### config.mk
export PLATFORM = sky130hd
export DESIGN_NAME = echo_distance_moving_average
export DESIGN_NICKNAME = d
export VERILOG_FILES = /design/src/rtl/core/edma_pkg.sv /design/src/rtl/core/edma_ram.sv /design/src/rtl/core/edma_conv.sv /design/src/rtl/core/edma_div.sv /design/src/rtl/core/echo_distance_moving_average.sv
export VERILOG_INCLUDE_DIRS = /design/src /design/src/rtl/core
export SDC_FILE = /design/constraint.sdc
export NUM_CORES = 1
export LEC_CHECK = 0
export BUFFER_PORTS_ARGS = -buffer_cell sky130_fd_sc_hd__buf_2
export CAP_MARGIN = 20
export CORE_MARGIN = 2
export CORE_UTILIZATION = 40
export DETAILED_ROUTE_END_ITERATION = 12
export HOLD_SLACK_MARGIN = 0.12
export PLACE_DENSITY = 0.66
export RECOVER_POWER = 100
export SYNTH_ARGS = -nofsm -noshare
export SYNTH_HDL_FRONTEND = slang
export SYNTH_SLANG_ARGS = --single-unit
### constraint.sdc
create_clock -name clk_i -period 15.9 [get_ports clk_i]
set_input_delay 3.18 -clock clk_i [delete_from_list [all_inputs] [get_ports clk_i]]
set_output_delay 3.18 -clock clk_i [all_outputs]
set_load 0.02 [all_outputs]
### src/rtl/core/echo_distance_moving_average_defines.svh
// ---------------------------------------------------------------------------
// assertion macros for the echo distance moving average block
// ---------------------------------------------------------------------------
`ifndef ECHO_DISTANCE_MOVING_AVERAGE_DEFINES_SVH
`define ECHO_DISTANCE_MOVING_AVERAGE_DEFINES_SVH

// same-cycle implication, checked out of reset
`define EDMA_ASSERT_NOW(lbl, ante, cons, msg) \
  lbl: assert property (@(posedge clk_i) disable iff (!rst_ni) (ante) |-> (cons)) \
    else $error(msg);

// next-cycle implication, checked out of reset
`define EDMA_ASSERT_NEXT(lbl, ante, cons, msg) \
  lbl: assert property (@(posedge clk_i) disable iff (!rst_ni) (ante) |=> (cons)) \
    else $error(msg);

`endif

### src/rtl/core/edma_pkg.sv
// ---------------------------------------------------------------------------
// edma_pkg
// shared constants and types of the echo distance moving average block
// ---------------------------------------------------------------------------
`default_nettype none

package edma_pkg;

  localparam int unsigned EchoW   = 20;
  localparam int unsigned DistW   = 15;
  localparam int unsigned DistMax = 17983;

  // cm = floor(us * 343 / 20000), done as us * CmMul >> CmShift
  localparam int unsigned CmNum   = 343;
  localparam int unsigned CmDen   = 20000;
  localparam int unsigned CmShift = 35;
  localparam int unsigned CmMulW  = 30;
  localparam longint unsigned CmMulFull =
    ((64'(CmNum) << CmShift) + 64'(CmDen) - 64'd1) / 64'(CmDen);
  localparam logic [CmMulW-1:0] CmMul = CmMulW'(CmMulFull);
  localparam int unsigned ProdW   = EchoW + CmMulW;

  localparam int unsigned WindowDef = 8;

  typedef enum logic [1:0] {
    ST_IDLE,
    ST_MUL,
    ST_UPD,
    ST_DIV
  } state_e;

endpackage

`default_nettype wire

### src/rtl/core/edma_ram.sv
// ---------------------------------------------------------------------------
// edma_ram
// generic single-write, single-read ram with registered read data
// ---------------------------------------------------------------------------
`default_nettype none

module edma_ram #(
  parameter int unsigned Width = 8,
  parameter int unsigned Depth = 8,
  parameter int unsigned AddrW = (Depth > 1) ? $clog2(Depth) : 1
) (
  input  wire logic             clk_i,
  input  wire logic             we_i,
  input  wire logic [AddrW-1:0] waddr_i,
  input  wire logic [Width-1:0] wdata_i,
  input  wire logic             re_i,
  input  wire logic [AddrW-1:0] raddr_i,
  output logic      [Width-1:0] rdata_o
);

  logic [Width-1:0] mem_q [Depth];
  logic [Width-1:0] rdata_q;

  always_ff @(posedge clk_i) begin
    if (we_i) begin
      mem_q[waddr_i] <= wdata_i;
    end
    if (re_i) begin
      rdata_q <= mem_q[raddr_i];
    end
  end

  assign rdata_o = rdata_q;

endmodule

`default_nettype wire

### src/rtl/core/edma_conv.sv
// ---------------------------------------------------------------------------
// edma_conv
// echo time to centimetres by a registered reciprocal multiply
// ---------------------------------------------------------------------------
`default_nettype none

module edma_conv (
  input  wire logic                          clk_i,
  input  wire logic                          en_i,
  input  wire logic [edma_pkg::EchoW-1:0]    echo_us_i,
  output logic      [edma_pkg::DistW-1:0]    distance_o
);

  import edma_pkg::*;

  logic [ProdW-1:0] prod;
  logic [DistW-1:0] dist_q;

  // reciprocal is rounded up; its error stays below one step of the quotient
  assign prod = {{CmMulW{1'b0}}, echo_us_i} * {{EchoW{1'b0}}, CmMul};

  always_ff @(posedge clk_i) begin
    if (en_i) begin
      dist_q <= prod[CmShift +: DistW];
    end
  end

  assign distance_o = dist_q;

endmodule

`default_nettype wire

### src/rtl/core/edma_div.sv
// ---------------------------------------------------------------------------
// edma_div
// restoring divider, one quotient bit per cycle
// ---------------------------------------------------------------------------
`default_nettype none

module edma_div #(
  parameter int unsigned NumW = 18,
  parameter int unsigned DenW = 4
) (
  input  wire logic            clk_i,
  input  wire logic            rst_ni,
  input  wire logic            start_i,
  input  wire logic [NumW-1:0] num_i,
  input  wire logic [DenW-1:0] den_i,
  output logic                 busy_o,
  output logic      [NumW-1:0] quot_o
);

  import edma_pkg::*;

  localparam int unsigned CntW = ($clog2(NumW) > 0) ? $clog2(NumW) : 1;

  logic            busy_q, busy_d;
  logic [CntW-1:0] cnt_q, cnt_d;
  logic [DenW-1:0] den_q, den_d;
  logic [DenW-1:0] rem_q, rem_d;
  logic [NumW-1:0] quo_q, quo_d;
  logic [DenW:0]   shifted;
  logic [DenW:0]   trial;
  logic            fits;

  assign shifted = {rem_q, quo_q[NumW-1]};
  assign trial   = shifted - {1'b0, den_q};
  assign fits    = (shifted >= {1'b0, den_q});

  always_comb begin
    busy_d = busy_q;
    cnt_d  = cnt_q;
    den_d  = den_q;
    rem_d  = rem_q;
    quo_d  = quo_q;
    if (start_i) begin
      busy_d = 1'b1;
      cnt_d  = CntW'(NumW - 1);
      den_d  = den_i;
      rem_d  = '0;
      quo_d  = num_i;
    end else if (busy_q) begin
      // remainder stays below the divisor, so the low bits hold it
      rem_d = fits ? trial[DenW-1:0] : shifted[DenW-1:0];
      quo_d = {quo_q[NumW-2:0], fits};
      if (cnt_q == '0) begin
        busy_d = 1'b0;
      end else begin
        cnt_d = cnt_q - CntW'(1);
      end
    end
  end

  always_ff @(posedge clk_i or negedge rst_ni) begin
    if (!rst_ni) begin
      busy_q <= 1'b0;
      cnt_q  <= '0;
    end else begin
      busy_q <= busy_d;
      cnt_q  <= cnt_d;
    end
  end

  always_ff @(posedge clk_i) begin
    den_q <= den_d;
    rem_q <= rem_d;
    quo_q <= quo_d;
  end

  assign busy_o = busy_q;
  assign quot_o = quo_q;

endmodule

`default_nettype wire

### src/rtl/core/echo_distance_moving_average.sv
// ---------------------------------------------------------------------------
// echo_distance_moving_average
// echo time to distance with a boxcar moving average and warm-up
// ---------------------------------------------------------------------------
// usage:
//   input channel in_valid_i / in_ready_o carries one echo time in us per beat
//   output channel out_valid_o / out_ready_i carries the instant distance and
//   the truncated average of the stored distances, this one included
//   one result beat per input beat, in order
//   a beat passes the echo register, the conversion register, the sum update
//   and the bit-serial divider that forms the average, one quotient bit a
//   cycle, to the result register; only then is the next input beat taken
//   samples live in a WINDOW-entry ram, read then written back once per beat
//   reset clears the running sum, write position and filled flag; the ram is
//   not cleared, its read data is only used once every entry has been written
//   a stalled receiver holds the result register; the next input beat is
//   still taken, and its result waits until the output register is free
// ---------------------------------------------------------------------------
`default_nettype none
`include "echo_distance_moving_average_defines.svh"

module echo_distance_moving_average #(
  parameter int unsigned WINDOW = edma_pkg::WindowDef
) (
  input  wire logic                         clk_i,
  input  wire logic                         rst_ni,
  input  wire logic                         in_valid_i,
  output logic                              in_ready_o,
  input  wire logic [edma_pkg::EchoW-1:0]   echo_us_i,
  output logic                              out_valid_o,
  input  wire logic                         out_ready_i,
  output logic      [edma_pkg::DistW-1:0]   distance_cm_o,
  output logic      [edma_pkg::DistW-1:0]   average_cm_o
);

  import edma_pkg::*;

  localparam int unsigned PosW   = (WINDOW > 1) ? $clog2(WINDOW) : 1;
  localparam int unsigned CntW   = $clog2(WINDOW + 1);
  localparam int unsigned SumMax = WINDOW * DistMax;
  localparam int unsigned SumW   = $clog2(SumMax + 1);

  state_e state_q, state_d;

  logic [EchoW-1:0] echo_q;
  logic [SumW-1:0]  running_sum_q, running_sum_d;
  logic [PosW-1:0]  write_pos_q, write_pos_d;
  logic             ring_filled_q, ring_filled_d;
  logic             out_valid_q, out_valid_d;
  logic [DistW-1:0] distance_q;
  logic [DistW-1:0] average_q;

  logic             in_accept;
  logic             conv_en;
  logic [DistW-1:0] dist_cm;
  logic             ram_we;
  logic [DistW-1:0] old_sample;
  logic             div_start;
  logic             div_busy;
  logic [CntW-1:0]  div_den;
  logic [SumW-1:0]  div_quot;
  logic             out_load;

  assign in_accept = in_valid_i && in_ready_o;

  edma_conv u_conv (
    .clk_i      (clk_i),
    .en_i       (conv_en),
    .echo_us_i  (echo_q),
    .distance_o (dist_cm)
  );

  edma_ram #(
    .Width (DistW),
    .Depth (WINDOW),
    .AddrW (PosW)
  ) u_ring (
    .clk_i   (clk_i),
    .we_i    (ram_we),
    .waddr_i (write_pos_q),
    .wdata_i (dist_cm),
    .re_i    (in_accept),
    .raddr_i (write_pos_q),
    .rdata_o (old_sample)
  );

  edma_div #(
    .NumW (SumW),
    .DenW (CntW)
  ) u_div (
    .clk_i   (clk_i),
    .rst_ni  (rst_ni),
    .start_i (div_start),
    .num_i   (running_sum_d),
    .den_i   (div_den),
    .busy_o  (div_busy),
    .quot_o  (div_quot)
  );

  always_comb begin
    state_d       = state_q;
    in_ready_o    = 1'b0;
    conv_en       = 1'b0;
    ram_we        = 1'b0;
    div_start     = 1'b0;
    out_load      = 1'b0;
    running_sum_d = running_sum_q;
    write_pos_d   = write_pos_q;
    ring_filled_d = ring_filled_q;
    div_den       = ring_filled_q ? CntW'(WINDOW) : (CntW'(write_pos_q) + CntW'(1));
    unique case (state_q)
      ST_IDLE: begin
        in_ready_o = 1'b1;
        if (in_valid_i) begin
          state_d = ST_MUL;
        end
      end
      ST_MUL: begin
        conv_en = 1'b1;
        state_d = ST_UPD;
      end
      ST_UPD: begin
        // oldest sample leaves the sum once the ring has wrapped
        running_sum_d = running_sum_q + SumW'(dist_cm)
                        - (ring_filled_q ? SumW'(old_sample) : SumW'(0));
        ram_we    = 1'b1;
        div_start = 1'b1;
        if (write_pos_q == PosW'(WINDOW - 1)) begin
          write_pos_d   = '0;
          ring_filled_d = 1'b1;
        end else begin
          write_pos_d = write_pos_q + PosW'(1);
        end
        state_d = ST_DIV;
      end
      ST_DIV: begin
        if (!div_busy && (!out_valid_q || out_ready_i)) begin
          out_load = 1'b1;
          state_d  = ST_IDLE;
        end
      end
      default: begin
        state_d = ST_IDLE;
      end
    endcase
  end

  always_comb begin
    out_valid_d = out_valid_q;
    if (out_load) begin
      out_valid_d = 1'b1;
    end else if (out_ready_i) begin
      out_valid_d = 1'b0;
    end
  end

  always_ff @(posedge clk_i or negedge rst_ni) begin
    if (!rst_ni) begin
      state_q       <= ST_IDLE;
      running_sum_q <= '0;
      write_pos_q   <= '0;
      ring_filled_q <= 1'b0;
      out_valid_q   <= 1'b0;
    end else begin
      state_q       <= state_d;
      running_sum_q <= running_sum_d;
      write_pos_q   <= write_pos_d;
      ring_filled_q <= ring_filled_d;
      out_valid_q   <= out_valid_d;
    end
  end

  always_ff @(posedge clk_i) begin
    if (in_accept) begin
      echo_q <= echo_us_i;
    end
    if (out_load) begin
      distance_q <= dist_cm;
      average_q  <= div_quot[DistW-1:0];
    end
  end

  assign out_valid_o   = out_valid_q;
  assign distance_cm_o = distance_q;
  assign average_cm_o  = average_q;

  `EDMA_ASSERT_NOW(a_sum_bound, 1'b1, running_sum_q <= SumW'(SumMax), "running sum out of range")
  `EDMA_ASSERT_NOW(a_pos_bound, 1'b1, write_pos_q <= PosW'(WINDOW - 1), "write position out of range")
  `EDMA_ASSERT_NEXT(a_filled_stays, ring_filled_q, ring_filled_q, "ring filled flag dropped")
  `EDMA_ASSERT_NOW(a_div_idle, state_q == ST_IDLE || state_q == ST_MUL, !div_busy, "divider busy outside average phase")
  `EDMA_ASSERT_NEXT(a_out_load, out_load, out_valid_q, "result beat not presented after load")

endmodule

`default_nettype wire

---- Word-level counts from Yosys, hierarchy flattened ----
Memories as Yosys holds them, arrays and structs flattened. A register that Yosys moved wholly into a read port is not among the register bits.
Index checks and enable logic that the tools add are counted.
operators by class
  $add $sub $neg .......................... 6
  multipliers ............................. 1
  order comparisons ....................... 1
  equality and inequality tests ........... 7
  mux-type cells .......................... 24
  reductions and logical operators ........ 12
operators by type and width
  kind                                                 number
  two-way mux 18 bit                                   3
  multiplier 20 x 29 -> 49 bit, second input constant  1
  adder 18 x 15 -> 18 bit                              1
  subtractor 18 x 15 -> 18 bit                         1
  two-way mux 15 bit                                   1
  two-way mux 5 bit                                    3
  two-way mux 1 bit                                    12
  case mux 2 bit (4 select lines)                      1
  inequality test 2 bit, second input constant         3
  AND reduction 2 bit                                  3
  greater-or-equal comparator 5 x 4 -> 1 bit           1
  logical NOT 5 bit                                    1
  subtractor 5 x 1 -> 5 bit, second input constant     1
  adder 3 x 1 -> 4 bit, second input constant          1
  equality test 2 bit, second input constant           2
  two-way mux 2 bit                                    2
  two-way mux 4 bit                                    1
  nonzero test 2 bit                                   2
  subtractor 4 bit                                     1
  adder 3 x 1 -> 3 bit, second input constant          1
  equality test 3 bit, second input constant           1
  two-way mux 3 bit                                    1
  equality test 2 x 1 -> 1 bit, second input constant  1
  logical AND 1 bit                                    2
  3 further kinds                                      4
word-level totals
  flip-flop bits (word level) ............. 122
  bits in writable memories ............... 120
  input bits .............................. 24
  word-level logic and storage cells ...... 66
  memories kept ........................... 1
memory list
  name          words  bits a word  rd ports  clocked after memory_dff  wr ports  line            RTL
  u_ring.mem_q  8      15           1         1                         1         edma_ram.sv:21  logic [Width-1:0] mem_q [Depth];

---- Logic depth before layout (Yosys ltp) ----
  depth in word-level cells ............... 6
  depth in mapped cells ................... 22

---- Cells and area by module ----
From an unflattened synthesis, not the netlist that was laid out.
second synthesis, totals
  cells, all modules ...................... 1502
  area total of the unflattened synthesis .. 19084.6 um^2
by module, submodules not included
  module                        instances  cells an instance  area an instance (um^2)  seq. area each (um^2)
  edma_conv                     1          824                8300.5                   450.4
  edma_ram                      1          201                5123.7                   4053.9
  echo_distance_moving_average  1          364                4134.0                   2127.0
  edma_div                      1          113                1526.5                   890.9

---- Worst setup path before layout ----
Ideal clock, no wire load.
  kind .................................... register to register
  from .................................... reg echo_q[5]
  to ...................................... reg u_conv.dist_q[4] (netlist: u_conv.distance_o[4]) (data pin)
  setup time .............................. 0.260 ns
  arrival time ............................ 5.779 ns
  data required time ...................... 15.640 ns
  slack ................................... 9.861 ns
  stages on the path, launching flop included .. 23
  path buffers ............................ 0
  cell sequence ........................... edfxtp_1 -> fa_1 -> inv_1 -> fa_1 -> inv_1 -> ha_1 -> inv_1 -> fa_1 -> inv_1 -> fa_1 -> fa_1 -> inv_1 -> fa_1 -> inv_1 -> ha_1 -> a21o_1 -> a21o_1 -> a211oi_1 -> o211ai_1 -> o221ai_1 -> nor2b_1 -> o21ai_2 -> xor2_1
between the ends
  cells in the longest elaborated chain, start to end .. 1
RTL lines
  what                          line                                 RTL
  from (decl)                   echo_distance_moving_average.sv:45   logic [EchoW-1:0] echo_q;
  from (signal assigned)        echo_distance_moving_average.sv:175  echo_q <= echo_us_i;
  multiplier 20 x 29 -> 49 bit  edma_conv.sv:20                      assign prod = {{CmMulW{1'b0}}, echo_us_i} * {{EchoW{1'b0}}, CmMul};
  net u_conv.prod[39]           edma_conv.sv:16                      logic [ProdW-1:0] prod;
  to (signal assigned)          edma_conv.sv:24                      dist_q <= prod[CmShift +: DistW];
  to (decl)                     edma_conv.sv:17                      logic [DistW-1:0] dist_q;
The timed path passes the listed nets, and every way through them passes these cells.
A chain may end at the register's enable or synchronous reset.

---- Worst setup path after layout ----
  from .................................... reg echo_q[2]
  to ...................................... reg u_conv.dist_q[4] (netlist: u_conv.distance_o[4]) (data pin)
The elaborated chain is that of the path after synthesis.

==> metrics.yaml <==
route:
  post_drt_via_cell_ratio: 5.04
  routedWlPerCell_um: 17.6
  first_pass_iters: 6
  drc: 0
  drt_wl_total_um: 39600
  ant_nets: 0
  vias: 11300
  drtIter0Drc: 734
clocking:
  htree_levels: 1
  cts_buffer_depth: 3
  clk_latency_ns: 0.57
  root_buffer: "clkbuf_16"
  path_clk_slew_ns: 0.06
  cts-resized-gates: 0
  postCtsSetupRepairBufs: 0
  cts_inserted_buffers: 29
  cts_num_sinks: 257
  hold_buffers: 0
  cts_tree: "yes"
timing:
  finalCriticalPeriod_ns: 7.09
  clock.fmax_mhz: 141
  finalSetupViolations: 0
  fin_crit_sh_pct: 44.6
  finalHoldViolCount: 0
  finalSetupTns_ns: 0
  slew_violations: 322
  tightestPinTransition_ns: 2.84
  fin_skew_ns: 0.0116
  rsz0062_at_grt: "no"
  slew_headroom_pct: -89.1
setup_path:
  cp.arrival_ns: 7.40
  setup.worst_path.end_class: "register"
  worst-path-max-fanout: 8
  required_ns: 16.21
  cpMaxStageDelayCell: "a2111oi_0"
  cp-start-kind: "register"
  critPathKind: "register to register"
  r2r-start: "echo_q[2]"
  slowest_delay_ns: 0.76
  crit_chain: "inv_1 -> fa_1 -> inv_1 -> ha_1 -> inv_1 -> fa_1 -> fa_1 -> fa_1 -> inv_1 -> fa_1 -> inv_1 -> fa_1 -> inv_1 -> ha_1 -> and3_1 -> and3_1 -> nand2b_1 -> a2111oi_0 -> o221ai_1 -> nor2b_1 -> o21ai_0 -> xor2_1"
  critPathLaunch: "echo_q[2]"
place:
  portBuffers: 55
  dp.cells: 2199
  place_congestion: 0.892
  placedInstanceArea_um2: 19800
  dpl.hpwl_um: 30800
finish:
  syn_to_final_growth_pct: 9.57
  finalNetCount: 2066
  layout_commonest_cell: "inv_1"
  fin_cells: 2253
  drive_above_1_share_pct: 6.38
  final_cell_mix: "inv_1 (339), ha_1 (257), edfxtp_1 (222), fa_1 (162), a21oi_1 (61)"
  fill_cells: 4256
  final_util_pct: 44.2
  antenna_cells: 0
  fin_area_um2: 20500
die:
  core_area_um2: 46500
  die-area_um2: 48600
  floorplan.initialDensity_pct: 40.4
  io_pins: 56
  die_h_um: 221
  rows: 79
  die_w_um: 221
global_routing:
  grt_antenna_before_repair: 0
  grt_max_degree: 59
  grt_usage_pct: 16.8
  grt_pass1_wl_um: 63500
  grt_pass1_vias: 11900
  gr-total-overflow: 0
synthesis:
  synth_cell_types: 72
  yosysTopAreaCellShare_pct: 35.5
  synth_area_leaders: "edfxtp_1 (36%), fa_1 (17%), ha_1 (17%)"
  synth-seq-cells: 257
  synth_seq_area_share_pct: 40.1
  synthesis.area_um2: 18800
  yosys.area.top_type: "edfxtp_1"
  synthesis.nets: 2003
  syn_avg_cell_area_um2: 12.0
  async_reset_ff_share_pct: 12.1
  synth_edf_count: 222
  ys.warnings.count: 0
  synth_cells: 1560
  ys.flop_type: "edfxtp_1"
worst_hold_path:
  min_from: "u_div.quot_o[0]"
  holdCritPathClass: "register to register"
run_status:
  outcome: "finished, violations left"
  violations: "max-capacitance violations, max-slew violations"
flow_run:
  max-cap-violations: 12
-- flip-flops by register name, indices dropped and copies added, names as in the netlist --
| name | flops |
|---|---|
| average_cm_o | 15 |
| distance_cm_o | 15 |
| echo_q | 20 |
| out_valid_o | 1 |
| ring_filled_q | 1 |
| running_sum_q | 18 |
| state_q | 2 |
| u_conv.distance_o | 15 |
| u_div.busy_o | 1 |
| u_div.cnt_q | 5 |
| u_div.den_q | 4 |
| u_div.quot_o | 18 |
| u_div.rem_q | 4 |
| u_ring.mem_q | 120 |
| u_ring.rdata_o | 15 |
| write_pos_q | 3 |
-- cells by family (layout without fill, tap and decap cells) --
kind of cell / after synthesis / count (layout) / share of synthesized area (%)
fa+ha+maj: 419 / 419 / 34.4
buf+inv: 370 / 456 / 7.41
flops: 257 / 257 / 40.1
compound gates: 240 / 240 / 8.59
simple gates: 195 / 195 / 5.14
mux: 48 / 48 / 2.88
xor+xnor: 31 / 31 / 1.45
-- metrics by stage --
step                      hold WS [ns]  worst slack (ns)
after floorplan                  0.422              9.86
after global routing             0.470              8.46
after global placement           0.435              9.49
after detailed placement         0.436              9.35
final                            0.453              8.81
after CTS                        0.453              9.33
-- cell type report --
class	instances	area, um2	area share, %
clock buffers	43	818	3.98
clock inverters	11	114	0.554
inverters	340	1280	6.21
multi-input cells	933	9790	47.7
flip-flops and latches	257	7520	36.6
well taps	607	759	3.70
repair buffers	62	265	1.29
-- Yosys cell counts, types with 3 or more instances --
cell	n
inv_1	339
ha_1	257
edfxtp_1	222
fa_1	162
a21oi_1	61
nand2_1	54
nor2_1	46
o21ai_0	43
dfrtp_1	31
mux2_2	27
clkbuf_1	26
xnor2_1	21
mux2i_1	19
and2_1	18
a21o_1	16
nand3_1	16
a221oi_1	15
a22oi_1	14
o21ai_1	12
nor2b_1	11
a31oi_1	10
nand2b_1	10
xor2_1	10
o211ai_1	8
nor3_1	7
o22a_1	7
o22ai_1	7
a211oi_1	6
and3_1	6
nand4_1	6
or2_2	6
buf_1	4
dfxtp_1	4
o21a_1	4
a211o_1	3
a31o_2	3
a41oi_1	3
nor3b_1	3
or3_1	3
-- worst max-delay path, delay by kind of cell (launching register included) --
kind	cells	cell delay (ns)
flops	1	0.55
xor+xnor	1	0.09
compound gates	3	1.31
buf+inv	6	0.42
simple gates	4	0.71
fa+ha+maj	8	3.75
-- routing by layer --
metal  vias up  GRT usage [%]  wire length, um  share of wire [%]
li1       5440              -                -                  -
met2       222           28.6            18900                 48
met4         0           5.24             1260                3.2
met5         -              0                0                  0
met1      5608           22.2            17900                 45
met3        76           2.43             1490                3.8
-- path summary, 6_finish.rpt --
check,slack (ns),to,cells after the start
max,8.81,u_conv.distance_o[4],22
min,0.45,average_cm_o[0],0
max reg2reg,8.81,u_conv.distance_o[4],22
min reg2reg,0.45,average_cm_o[0],0
max in group asynchronous,11.41,write_pos_q[0],1
min in group asynchronous,3.17,running_sum_q[0],1
Power is left out: the tool's default activity adds up to more than one toggle a clock period on the data nets, which glitch-free logic cannot reach.
